===== src/rtl/core/lbsp_pkg.sv =====
// Shared constants, types and the band edge table of the log-band peak core.
`default_nettype none

package lbsp_pkg;

    localparam int NUM_BANDS   = 100;
    localparam int NUM_BINS    = 1024;
    localparam int BIN_W       = 10;
    localparam int BAND_W      = 7;
    localparam int MAG_W       = 16;
    localparam int GAIN_W      = 16;
    localparam int OFF_W       = 8;
    localparam int CAP_W       = 16;
    localparam int HEIGHT_W    = 17;
    localparam int CFG_ADDR_W  = 2;
    localparam int CFG_DATA_W  = 16;
    localparam int PROD_W      = MAG_W + GAIN_W;
    localparam int RAD_W       = PROD_W + GAIN_W;
    localparam int ROOT_W      = RAD_W / 2;
    localparam int REM_W       = ROOT_W + 2;
    localparam int STEP_W      = 5;
    localparam int Y_W         = HEIGHT_W + 1;
    localparam int QUEUE_DEPTH = 4;
    localparam int QPTR_W      = 2;
    localparam int QCNT_W      = 3;

    localparam logic [GAIN_W-1:0] GAIN_RESET   = 16'd3060;
    localparam logic [OFF_W-1:0]  OFFSET_RESET = 8'd4;
    localparam logic [CAP_W-1:0]  CAP_RESET    = 16'd1020;

    typedef enum logic [CFG_ADDR_W-1:0] {
        CFG_GAIN   = 2'd0,
        CFG_OFFSET = 2'd1,
        CFG_CAP    = 2'd2
    } t_cfg_reg;

    typedef enum logic [2:0] {
        BK_IDLE,
        BK_MUL1,
        BK_MUL2,
        BK_ROOT,
        BK_FIN,
        BK_DONE
    } t_back_state;

    // one closed band on its way from the front to the back
    typedef struct packed {
        logic [BAND_W-1:0] band;
        logic [MAG_W-1:0]  peak;
        logic              last;
    } t_job;

    // last bin of each band; the low bands are one bin wide
    function automatic logic [BIN_W-1:0] band_end(input logic [BAND_W-1:0] band);
        logic [BIN_W-1:0] e;
        begin
            e = {{(BIN_W-BAND_W){1'b0}}, band} + BIN_W'(1);
            case (band)
                7'd59: e = 10'd62;
                7'd60: e = 10'd66;
                7'd61: e = 10'd71;
                7'd62: e = 10'd76;
                7'd63: e = 10'd82;
                7'd64: e = 10'd88;
                7'd65: e = 10'd94;
                7'd66: e = 10'd101;
                7'd67: e = 10'd108;
                7'd68: e = 10'd116;
                7'd69: e = 10'd125;
                7'd70: e = 10'd134;
                7'd71: e = 10'd144;
                7'd72: e = 10'd154;
                7'd73: e = 10'd165;
                7'd74: e = 10'd177;
                7'd75: e = 10'd190;
                7'd76: e = 10'd204;
                7'd77: e = 10'd219;
                7'd78: e = 10'd235;
                7'd79: e = 10'd252;
                7'd80: e = 10'd270;
                7'd81: e = 10'd290;
                7'd82: e = 10'd311;
                7'd83: e = 10'd334;
                7'd84: e = 10'd358;
                7'd85: e = 10'd384;
                7'd86: e = 10'd412;
                7'd87: e = 10'd441;
                7'd88: e = 10'd474;
                7'd89: e = 10'd508;
                7'd90: e = 10'd545;
                7'd91: e = 10'd584;
                7'd92: e = 10'd627;
                7'd93: e = 10'd672;
                7'd94: e = 10'd721;
                7'd95: e = 10'd773;
                7'd96: e = 10'd830;
                7'd97: e = 10'd890;
                7'd98: e = 10'd954;
                7'd99: e = 10'd1023;
                default: ;
            endcase
            return e;
        end
    endfunction

endpackage

`default_nettype wire


===== src/rtl/core/lbsp_front.sv =====
// Front end: bin and band counting, running peak, band close detection.
`default_nettype none

module lbsp_front (
    input  wire logic                       i_clk,
    input  wire logic                       i_rst_n,
    input  wire logic                       i_accept,
    input  wire logic [lbsp_pkg::MAG_W-1:0] i_magnitude,
    input  wire logic                       i_frame_start,
    output logic                            o_job_push,
    output lbsp_pkg::t_job                  o_job
);

    logic [lbsp_pkg::BIN_W-1:0]  r_bin_cnt, n_bin_cnt;
    logic [lbsp_pkg::BAND_W-1:0] r_band_cnt, n_band_cnt;
    logic [lbsp_pkg::MAG_W-1:0]  r_peak, n_peak;
    logic [lbsp_pkg::BIN_W-1:0]  bin_k;
    logic [lbsp_pkg::MAG_W-1:0]  peak_max;
    logic                        band_close;

    always_comb begin
        // a frame start forces bin 0
        bin_k      = i_frame_start ? '0 : r_bin_cnt;
        peak_max   = (i_magnitude > r_peak) ? i_magnitude : r_peak;
        band_close = (r_band_cnt < lbsp_pkg::BAND_W'(lbsp_pkg::NUM_BANDS))
                     && (bin_k == lbsp_pkg::band_end(r_band_cnt));
        n_bin_cnt  = r_bin_cnt;
        n_band_cnt = r_band_cnt;
        n_peak     = r_peak;
        o_job_push = 1'b0;
        if (i_accept) begin
            n_bin_cnt = (bin_k == lbsp_pkg::BIN_W'(lbsp_pkg::NUM_BINS - 1)) ? '0
                        : bin_k + lbsp_pkg::BIN_W'(1);
            if (bin_k == '0) begin
                n_band_cnt = '0;
                n_peak     = '0;
            end else if (band_close) begin
                o_job_push = 1'b1;
                n_band_cnt = r_band_cnt + lbsp_pkg::BAND_W'(1);
                n_peak     = '0;
            end else begin
                n_peak = peak_max;
            end
        end
    end

    assign o_job.band = r_band_cnt;
    assign o_job.peak = peak_max;
    assign o_job.last = (r_band_cnt == lbsp_pkg::BAND_W'(lbsp_pkg::NUM_BANDS - 1));

    always_ff @(posedge i_clk) begin
        if (!i_rst_n) begin
            r_bin_cnt  <= '0;
            r_band_cnt <= '0;
            r_peak     <= '0;
        end else begin
            r_bin_cnt  <= n_bin_cnt;
            r_band_cnt <= n_band_cnt;
            r_peak     <= n_peak;
        end
    end

endmodule

`default_nettype wire


===== src/rtl/core/lbsp_queue.sv =====
// Short queue of closed bands between the front and the back.
`default_nettype none

module lbsp_queue (
    input  wire logic           i_clk,
    input  wire logic           i_rst_n,
    input  wire logic           i_push,
    input  wire lbsp_pkg::t_job i_job,
    input  wire logic           i_pop,
    output logic                o_full,
    output logic                o_valid,
    output lbsp_pkg::t_job      o_head
);

    lbsp_pkg::t_job              r_mem [lbsp_pkg::QUEUE_DEPTH];
    logic [lbsp_pkg::QPTR_W-1:0] r_wr, r_rd;
    logic [lbsp_pkg::QCNT_W-1:0] r_cnt;
    logic                        do_push, do_pop;

    assign o_full  = (r_cnt == lbsp_pkg::QCNT_W'(lbsp_pkg::QUEUE_DEPTH));
    assign o_valid = (r_cnt != '0);
    assign o_head  = r_mem[r_rd];
    assign do_push = i_push && !o_full;
    assign do_pop  = i_pop && o_valid;

    always_ff @(posedge i_clk) begin
        if (do_push) begin
            r_mem[r_wr] <= i_job;
        end
    end

    always_ff @(posedge i_clk) begin
        if (!i_rst_n) begin
            r_wr  <= '0;
            r_rd  <= '0;
            r_cnt <= '0;
        end else begin
            if (do_push) begin
                r_wr <= r_wr + lbsp_pkg::QPTR_W'(1);
            end
            if (do_pop) begin
                r_rd <= r_rd + lbsp_pkg::QPTR_W'(1);
            end
            case ({do_push, do_pop})
                2'b10:   r_cnt <= r_cnt + lbsp_pkg::QCNT_W'(1);
                2'b01:   r_cnt <= r_cnt - lbsp_pkg::QCNT_W'(1);
                default: ;
            endcase
        end
    end

endmodule

`default_nettype wire


===== src/rtl/core/lbsp_back.sv =====
// Back end: peak times gain squared, bit-serial square root, offset, cap, result register.
`default_nettype none

module lbsp_back (
    input  wire logic                                 i_clk,
    input  wire logic                                 i_rst_n,
    input  wire logic                                 i_job_valid,
    input  wire lbsp_pkg::t_job                       i_job,
    output logic                                      o_job_pop,
    input  wire logic [lbsp_pkg::GAIN_W-1:0]          i_gain,
    input  wire logic [lbsp_pkg::OFF_W-1:0]           i_offset,
    input  wire logic [lbsp_pkg::CAP_W-1:0]           i_cap,
    input  wire logic                                 i_pop,
    output logic                                      o_empty,
    output logic [lbsp_pkg::BAND_W-1:0]               o_band_index,
    output logic signed [lbsp_pkg::HEIGHT_W-1:0]      o_band_height,
    output logic                                      o_last_band
);

    lbsp_pkg::t_back_state              r_state, n_state;
    lbsp_pkg::t_job                     r_job;
    logic [lbsp_pkg::PROD_W-1:0]        r_prod;
    logic [lbsp_pkg::RAD_W-1:0]         r_rad;
    logic [lbsp_pkg::REM_W-1:0]         r_rem;
    logic [lbsp_pkg::ROOT_W-1:0]        r_root;
    logic [lbsp_pkg::STEP_W-1:0]        r_step;
    logic signed [lbsp_pkg::Y_W-1:0]    r_y;
    logic                               r_out_valid;
    logic [lbsp_pkg::BAND_W-1:0]        r_out_band;
    logic signed [lbsp_pkg::HEIGHT_W-1:0] r_out_height;
    logic                               r_out_last;

    logic                               out_load;
    logic                               root_last;
    logic [lbsp_pkg::RAD_W-1:0]         mul2;
    logic [lbsp_pkg::REM_W+1:0]         rem_t, trial, rem_sub;
    logic [lbsp_pkg::MAG_W-1:0]         root_int;
    logic                               exact;
    logic signed [lbsp_pkg::Y_W-1:0]    f_ext, off_ext, y_val, cap_ext;

    assign root_last = (r_step == lbsp_pkg::STEP_W'(lbsp_pkg::ROOT_W - 1));

    // next state
    always_comb begin
        n_state = r_state;
        case (r_state)
            lbsp_pkg::BK_IDLE: if (i_job_valid) n_state = lbsp_pkg::BK_MUL1;
            lbsp_pkg::BK_MUL1: n_state = lbsp_pkg::BK_MUL2;
            lbsp_pkg::BK_MUL2: n_state = lbsp_pkg::BK_ROOT;
            lbsp_pkg::BK_ROOT: if (root_last) n_state = lbsp_pkg::BK_FIN;
            lbsp_pkg::BK_FIN:  n_state = lbsp_pkg::BK_DONE;
            lbsp_pkg::BK_DONE: if (!r_out_valid || i_pop) n_state = lbsp_pkg::BK_IDLE;
            default:           n_state = lbsp_pkg::BK_IDLE;
        endcase
    end

    // control outputs
    always_comb begin
        o_job_pop = 1'b0;
        out_load  = 1'b0;
        case (r_state)
            lbsp_pkg::BK_IDLE: o_job_pop = i_job_valid;
            lbsp_pkg::BK_DONE: out_load  = !r_out_valid || i_pop;
            default: ;
        endcase
    end

    // datapath
    always_comb begin
        mul2     = lbsp_pkg::RAD_W'(r_prod) * lbsp_pkg::RAD_W'(i_gain);
        rem_t    = {r_rem, r_rad[lbsp_pkg::RAD_W-1 -: 2]};
        trial    = {2'b00, r_root, 2'b01};
        rem_sub  = rem_t - trial;
        root_int = r_root[lbsp_pkg::ROOT_W-1 -: lbsp_pkg::MAG_W];
        // the scaled root is an exact integer: truncation toward zero needs no bump
        exact    = (r_rem == '0) && (r_root[lbsp_pkg::ROOT_W-lbsp_pkg::MAG_W-1:0] == '0);
        f_ext    = $signed({2'b00, root_int});
        off_ext  = $signed({{(lbsp_pkg::Y_W-lbsp_pkg::OFF_W){1'b0}}, i_offset});
        cap_ext  = $signed({2'b00, i_cap});
        if (f_ext >= off_ext) begin
            y_val = f_ext - off_ext;
        end else if (exact) begin
            y_val = f_ext - off_ext;
        end else begin
            y_val = f_ext + lbsp_pkg::Y_W'(1) - off_ext;
        end
    end

    always_ff @(posedge i_clk) begin
        case (r_state)
            lbsp_pkg::BK_IDLE: begin
                if (i_job_valid) begin
                    r_job <= i_job;
                end
            end
            lbsp_pkg::BK_MUL1: begin
                r_prod <= lbsp_pkg::PROD_W'(r_job.peak) * lbsp_pkg::PROD_W'(i_gain);
            end
            lbsp_pkg::BK_MUL2: begin
                r_rad  <= mul2;
                r_rem  <= '0;
                r_root <= '0;
                r_step <= '0;
            end
            lbsp_pkg::BK_ROOT: begin
                // one root bit per cycle from the top two radicand bits
                r_rad  <= r_rad << 2;
                r_step <= r_step + lbsp_pkg::STEP_W'(1);
                if (rem_t >= trial) begin
                    r_rem  <= rem_sub[lbsp_pkg::REM_W-1:0];
                    r_root <= {r_root[lbsp_pkg::ROOT_W-2:0], 1'b1};
                end else begin
                    r_rem  <= rem_t[lbsp_pkg::REM_W-1:0];
                    r_root <= {r_root[lbsp_pkg::ROOT_W-2:0], 1'b0};
                end
            end
            lbsp_pkg::BK_FIN: begin
                r_y <= y_val;
            end
            default: ;
        endcase
    end

    always_ff @(posedge i_clk) begin
        if (out_load) begin
            r_out_band   <= r_job.band;
            r_out_last   <= r_job.last;
            r_out_height <= (r_y > cap_ext) ? $signed({1'b0, i_cap})
                                            : r_y[lbsp_pkg::HEIGHT_W-1:0];
        end
    end

    always_ff @(posedge i_clk) begin
        if (!i_rst_n) begin
            r_state     <= lbsp_pkg::BK_IDLE;
            r_out_valid <= 1'b0;
        end else begin
            r_state <= n_state;
            if (out_load) begin
                r_out_valid <= 1'b1;
            end else if (i_pop) begin
                r_out_valid <= 1'b0;
            end
        end
    end

    assign o_empty       = !r_out_valid;
    assign o_band_index  = r_out_band;
    assign o_band_height = r_out_height;
    assign o_last_band   = r_out_last;

endmodule

`default_nettype wire


===== src/rtl/core/log_band_spectrum_peaks_core.sv =====
// Top level of the log-band spectrum peak core: registers, front, queue and back.
//
//   channel   direction  handshake          payload
//   bins      in         push / full        i_magnitude, i_frame_start
//   bands     out        empty / pop        o_band_index, o_band_height, o_last_band
//   config    in         i_cfg_we           i_cfg_addr, i_cfg_wdata
//
// The front takes one bin per cycle while the queue is not full.
// A closed band goes through a four-entry queue to the back, which takes it through
// two multiplies, 24 steps of the bit-serial square root, offset and cap.
// full rises while the queue holds four bands; a waiting result that is not popped holds
// the back after it has finished the next band.
// Reset is synchronous and immediate; no clearing pass follows.
`default_nettype none

module log_band_spectrum_peaks_core (
    input  wire logic                                i_clk,
    input  wire logic                                i_rst_n,
    input  wire logic                                push,
    output logic                                     full,
    input  wire logic [lbsp_pkg::MAG_W-1:0]          i_magnitude,
    input  wire logic                                i_frame_start,
    output logic                                     empty,
    input  wire logic                                pop,
    output logic [lbsp_pkg::BAND_W-1:0]              o_band_index,
    output logic signed [lbsp_pkg::HEIGHT_W-1:0]     o_band_height,
    output logic                                     o_last_band,
    input  wire logic                                i_cfg_we,
    input  wire logic [lbsp_pkg::CFG_ADDR_W-1:0]     i_cfg_addr,
    input  wire logic [lbsp_pkg::CFG_DATA_W-1:0]     i_cfg_wdata
);

    logic [lbsp_pkg::GAIN_W-1:0] r_gain;
    logic [lbsp_pkg::OFF_W-1:0]  r_offset;
    logic [lbsp_pkg::CAP_W-1:0]  r_cap;

    logic           accept;
    logic           job_push, job_pop, job_valid;
    lbsp_pkg::t_job job_in, job_head;

    always_ff @(posedge i_clk) begin
        if (!i_rst_n) begin
            r_gain   <= lbsp_pkg::GAIN_RESET;
            r_offset <= lbsp_pkg::OFFSET_RESET;
            r_cap    <= lbsp_pkg::CAP_RESET;
        end else if (i_cfg_we) begin
            // drop bits above each register's width; ignore unknown indexes
            case (lbsp_pkg::t_cfg_reg'(i_cfg_addr))
                lbsp_pkg::CFG_GAIN:   r_gain   <= i_cfg_wdata[lbsp_pkg::GAIN_W-1:0];
                lbsp_pkg::CFG_OFFSET: r_offset <= i_cfg_wdata[lbsp_pkg::OFF_W-1:0];
                lbsp_pkg::CFG_CAP:    r_cap    <= i_cfg_wdata[lbsp_pkg::CAP_W-1:0];
                default: ;
            endcase
        end
    end

    assign accept = push && !full;

    lbsp_front u_front (
        .i_clk         (i_clk),
        .i_rst_n       (i_rst_n),
        .i_accept      (accept),
        .i_magnitude   (i_magnitude),
        .i_frame_start (i_frame_start),
        .o_job_push    (job_push),
        .o_job         (job_in)
    );

    lbsp_queue u_queue (
        .i_clk   (i_clk),
        .i_rst_n (i_rst_n),
        .i_push  (job_push),
        .i_job   (job_in),
        .i_pop   (job_pop),
        .o_full  (full),
        .o_valid (job_valid),
        .o_head  (job_head)
    );

    lbsp_back u_back (
        .i_clk         (i_clk),
        .i_rst_n       (i_rst_n),
        .i_job_valid   (job_valid),
        .i_job         (job_head),
        .o_job_pop     (job_pop),
        .i_gain        (r_gain),
        .i_offset      (r_offset),
        .i_cap         (r_cap),
        .i_pop         (pop),
        .o_empty       (empty),
        .o_band_index  (o_band_index),
        .o_band_height (o_band_height),
        .o_last_band   (o_last_band)
    );

endmodule

`default_nettype wire


===== config.mk =====
export PLATFORM = sky130hd
export DESIGN_NAME = log_band_spectrum_peaks_core
export DESIGN_NICKNAME = d
export VERILOG_FILES = /design/src/rtl/core/lbsp_pkg.sv /design/src/rtl/core/lbsp_front.sv /design/src/rtl/core/lbsp_queue.sv /design/src/rtl/core/lbsp_back.sv /design/src/rtl/core/log_band_spectrum_peaks_core.sv
export SDC_FILE = /design/constraint.sdc
export NUM_CORES = 2
export LEC_CHECK = 0
export BUFFER_PORTS_ARGS = -buffer_cell sky130_fd_sc_hd__buf_4
export CELL_PAD_IN_SITES_DETAIL_PLACEMENT = 1
export CELL_PAD_IN_SITES_GLOBAL_PLACEMENT = 1
export CORE_MARGIN = 2
export CORE_UTILIZATION = 47
export DETAILED_ROUTE_END_ITERATION = 10
export HOLD_SLACK_MARGIN = 0.02
export PLACE_DENSITY_LB_ADDON = 0.1
export SLEW_MARGIN = 20
export SYNTH_ARGS = -nofsm -noshare
export SYNTH_HDL_FRONTEND = slang
export SYNTH_HIERARCHICAL = 1
export SYNTH_SLANG_ARGS = --single-unit

===== constraint.sdc =====
create_clock -name i_clk -period 6.5 [get_ports i_clk]
set_input_delay 1.3 -clock i_clk [delete_from_list [all_inputs] [get_ports i_clk]]
set_output_delay 1.3 -clock i_clk [all_outputs]
set_load 0.02 [all_outputs]

==> impl_results.md <==
- Outcome: completed
- Worst slew pin tran: 1.09 ns
- Clock skew: 0.0342 ns
- Setup_tns: 0 ns
- Worst reg2reg path startpoint: r_gain[6]$_SDFFE_PN1P_
- Class of the worst hold path: reg2reg
- Final setup fails: 0
- CP arrival: 6.81 ns
- H-tree depth: 2
- Fin crit period: 6.43 ns
- Hold buffers post-CTS: 0
- Number of synthesized flops with an enable pin: 298
- Layout area overhead: 16.3%
- Cell count after synthesis: 4739
- Std-Cell Rows: 113
- Worst Path Max Fanout: 5
- CTS buffer count: 48
- Slew margin rel.: 0.271
- Setup crit end: u_back/r_rad[41]$_DFFE_PP_
- Total GRT Usage: 0.272
- R2R cell count: 25
- CP required: 6.88 ns
- First-pass GRT wire length: 211 mm
- Yosys cell types: 104
- Syn_nets: 5727
- Die X: 314 um
- FFs w/ async S/R, synth: 0
- Vias: 34484
- Peak supply drop: 582 uV
- Crit-path slowest cell: fa_2
- Die Area: 98400 um^2
- Post-synth top flop: edfxtp_1
- Final HPWL DP: 102 mm
- Die Ht: 314 um
- Total Power: 22.0 mW
- Vias in the first global route: 37899
- Filler cell count: 10688
- F_max: 155 MHz
- Final hold slack: 0.426 ns
- Tcrit/Tclk final: 0.990
- Hold Fails Final Rpt: 0
- CTS root buf: clkbuf_16
- Sequential area share after synthesis: 0.237
- Largest net degree at the start of global routing: 72
- CTS clk-pin slew, worst paths: 0.06 ns
- Synthesized area per cell: 9.52 um^2
- Clock buffer depth: 3
- Layout net count: 6004
- Syn. warnings: 6
- Sink Count: 384
- Worst setup EP type: flip-flop
- Remaining global-route overflow: 0
- P_leak: 23.9 nW
- Beginning of the critical path: r_gain[6]$_SDFFE_PN1P_
- Crit path kind: reg2reg
- # port buffers: 66
- Slew Limit Fails: 0
- Unrepaired setup endpoints after global routing: true
- Starting DRT DRC Count: 1769
- Fin cells: 6322
- Synthesized cell area: 45100 um^2
- Final wirelength: 135 mm
- Placeable Area: 95000 um^2
- Startpoint types: flip-flop
- PD cells: 419 nW/um^2
- DP Cell Count: 6142
- CTS tree: built
- Number of routed nets with antenna violations: 0
- IO Pins: 67
- Iteration count of the initial detailed-routing pass: 5
- Drt drc: 0
- Max-Cap Viols: 0
- Worst R2R End: u_back/r_rad[41]$_DFFE_PP_
- Clk Latency, worst-skew pair: 0.64 ns
- WL/cell: 21.4 um
- CP dominant cell by count: fa_1
- FF-to-FF setup slack: 0.07 ns
- Starting Density: 0.475
- #FFs+latches synth: 384
- Initial antenna violation count: 0
- Share of cells above drive strength 1: 0.154
- Crit-path max cell delay: 0.57 ns
- Routability Congestion: 0.893
- Via density: 5.45
[where the power goes]
group	switching [mW]	total, mW	internal [mW]
clock network	1.18	2.83	1.65
registers	0.0268	3.17	3.14
logic	8.68	16.0	7.31
total	9.89	22.0	12.1
[critical path: cells and delay by family, from the launching register on]
family / cells / cell delay, ns
AOI/OAI and AO/OA: 6 / 0.80
adders and majority gates: 7 / 3.31
buffers and inverters: 8 / 0.85
DFF: 1 / 0.36
and+or+nand+nor: 4 / 0.88
[per-layer routing]
layer | part of all wire | GRT usage | vias to the layer above
li1 | - | - | 15763
met1 | 0.42 | 0.352 | 17899
met2 | 0.51 | 0.488 | 632
met3 | 0.034 | 0.0255 | 190
met4 | 0.030 | 0.0666 | 0
met5 | 0 | 0 | -
[state kept, by name, summed over array words and instances, names as in the netlist, named ones only]
name	count
u_queue/r_mem	96
u_back/r_rad	48
u_back/r_prod	32
u_back/r_rem	26
u_back/r_job	24
u_back/r_root	24
u_back/r_y	18
u_back/o_band_height	17
r_cap	16
r_gain	16
u_front/r_peak	16
u_front/r_bin_cnt	10
r_offset	8
u_back/o_band_index	7
u_front/r_band_cnt	7
u_back/r_step	5
u_back/r_state	3
u_queue/r_cnt	3
u_queue/r_rd	2
u_queue/r_wr	2
u_back/o_last_band	1
u_back/r_out_valid	1
[how the worst min path moves through the flow]
| stage | cells past startpoint | start | endpoint | slack [ns] |
|---|---|---|---|---|
| after floorplan | 0 | u_back/r_job[17]$_DFFE_PP_ | u_back/o_band_index[0]$_DFFE_PP_ | 0.40 |
| after global placement | 0 | u_back/r_job[18]$_DFFE_PP_ | u_back/o_band_index[1]$_DFFE_PP_ | 0.40 |
| after detailed placement | 0 | u_back/r_job[20]$_DFFE_PP_ | u_back/o_band_index[3]$_DFFE_PP_ | 0.41 |
| after CTS | 0 | u_back/r_job[21]$_DFFE_PP_ | u_back/o_band_index[4]$_DFFE_PP_ | 0.43 |
| after global routing | 0 | u_back/r_job[21]$_DFFE_PP_ | u_back/o_band_index[4]$_DFFE_PP_ | 0.44 |
| final | 0 | u_back/r_job[21]$_DFFE_PP_ | u_back/o_band_index[4]$_DFFE_PP_ | 0.43 |
[per-stage QoR]
step,area (um^2),utilization,setup slack (ns)
after CTS,51000,0.536,-0.0779
after global placement,48900,0.515,-0.0775
after detailed placement,48900,0.515,-0.166
final,52500,0.552,0.0655
after floorplan,45100,-,0.0179
after global routing,52500,0.552,-0.118
[cell usage in the layout (no fill, tap or decap), types with 11 or more instances in the layout]
master and count:
inv_1 819, nand2_1 664, fa_1 606, buf_4 397, and2_1 308, ha_1 304, edfxtp_1 298, nor2_1 174
a21oi_1 129, o21ai_0 120, xnor2_1 90, dfxtp_1 71, mux2i_1 67, a21o_1 60, nor2b_1 59, clkbuf_16 56
buf_12 43, and3_1 43, nand3_1 43, xor2_1 40, o211ai_1 38, nand4_1 38, o21bai_1 29, a21oi_2 25
buf_6 24, a31oi_1 22, nand2b_1 21, mux4_2 20, ha_4 19, nor3_1 18, inv_2 16, nor4_1 16
or3_1 15, o21a_1 14, o21ai_1 14, fa_2 14, dfxtp_4 11, o22ai_1 11
[cells by family (layout without fill, tap and decap cells)]
kind of cell / after synthesis / count (layout) / share of synthesized area
AND/OR/NAND/NOR: 1487 / 1487 / 0.161
buffers and inverters: 1086 / 1403 / 0.0933
adder cells (fa/ha/maj): 949 / 949 / 0.366
AO/OA/AOI/OAI: 608 / 608 / 0.0893
flip-flops: 384 / 384 / 0.237
XOR/XNOR: 131 / 131 / 0.0254
multiplexers: 94 / 94 / 0.0279
other: 0 / 1 / 0
[cells in the mapped netlist, types with 26 or more instances]
master	number	area (um^2)
a21oi_1	157	786
ha_1	328	4100
xor2_1	40	350
nand4_1	38	238
xnor2_1	91	797
o211ai_1	38	285
edfxtp_1	298	8950
o21bai_1	30	225
and3_1	45	282
fa_1	620	12400
a21o_1	61	458
nor2b_1	60	375
nor2_1	177	664
nand3_1	43	215
o21ai_0	141	706
a31oi_1	26	163
nand2_1	674	2530
mux2i_1	67	671
and2_1	316	1980
dfxtp_1	86	1720
inv_1	835	3130
clkbuf_1	220	826
[cell type report]
type	instances	area, um^2	share of cell area
antenna	1	2.50	0.0000477
clock buffer	57	1250	0.0239
clock inverter	33	399	0.00761
inverter	836	3140	0.0598
multi-input combinational	3269	31000	0.591
sequential	384	10700	0.204
tap	1265	1580	0.0302
timing repair buffer	477	4370	0.0833
[repair_timing]
action	4_1_cts	5_1_grt
resized for setup	34	183
gates cloned	0	8
setup buffers	22	60
pin swaps	9	126
setup endpoints to repair	17	35
Note: power is estimated with default switching activity, not from simulation.
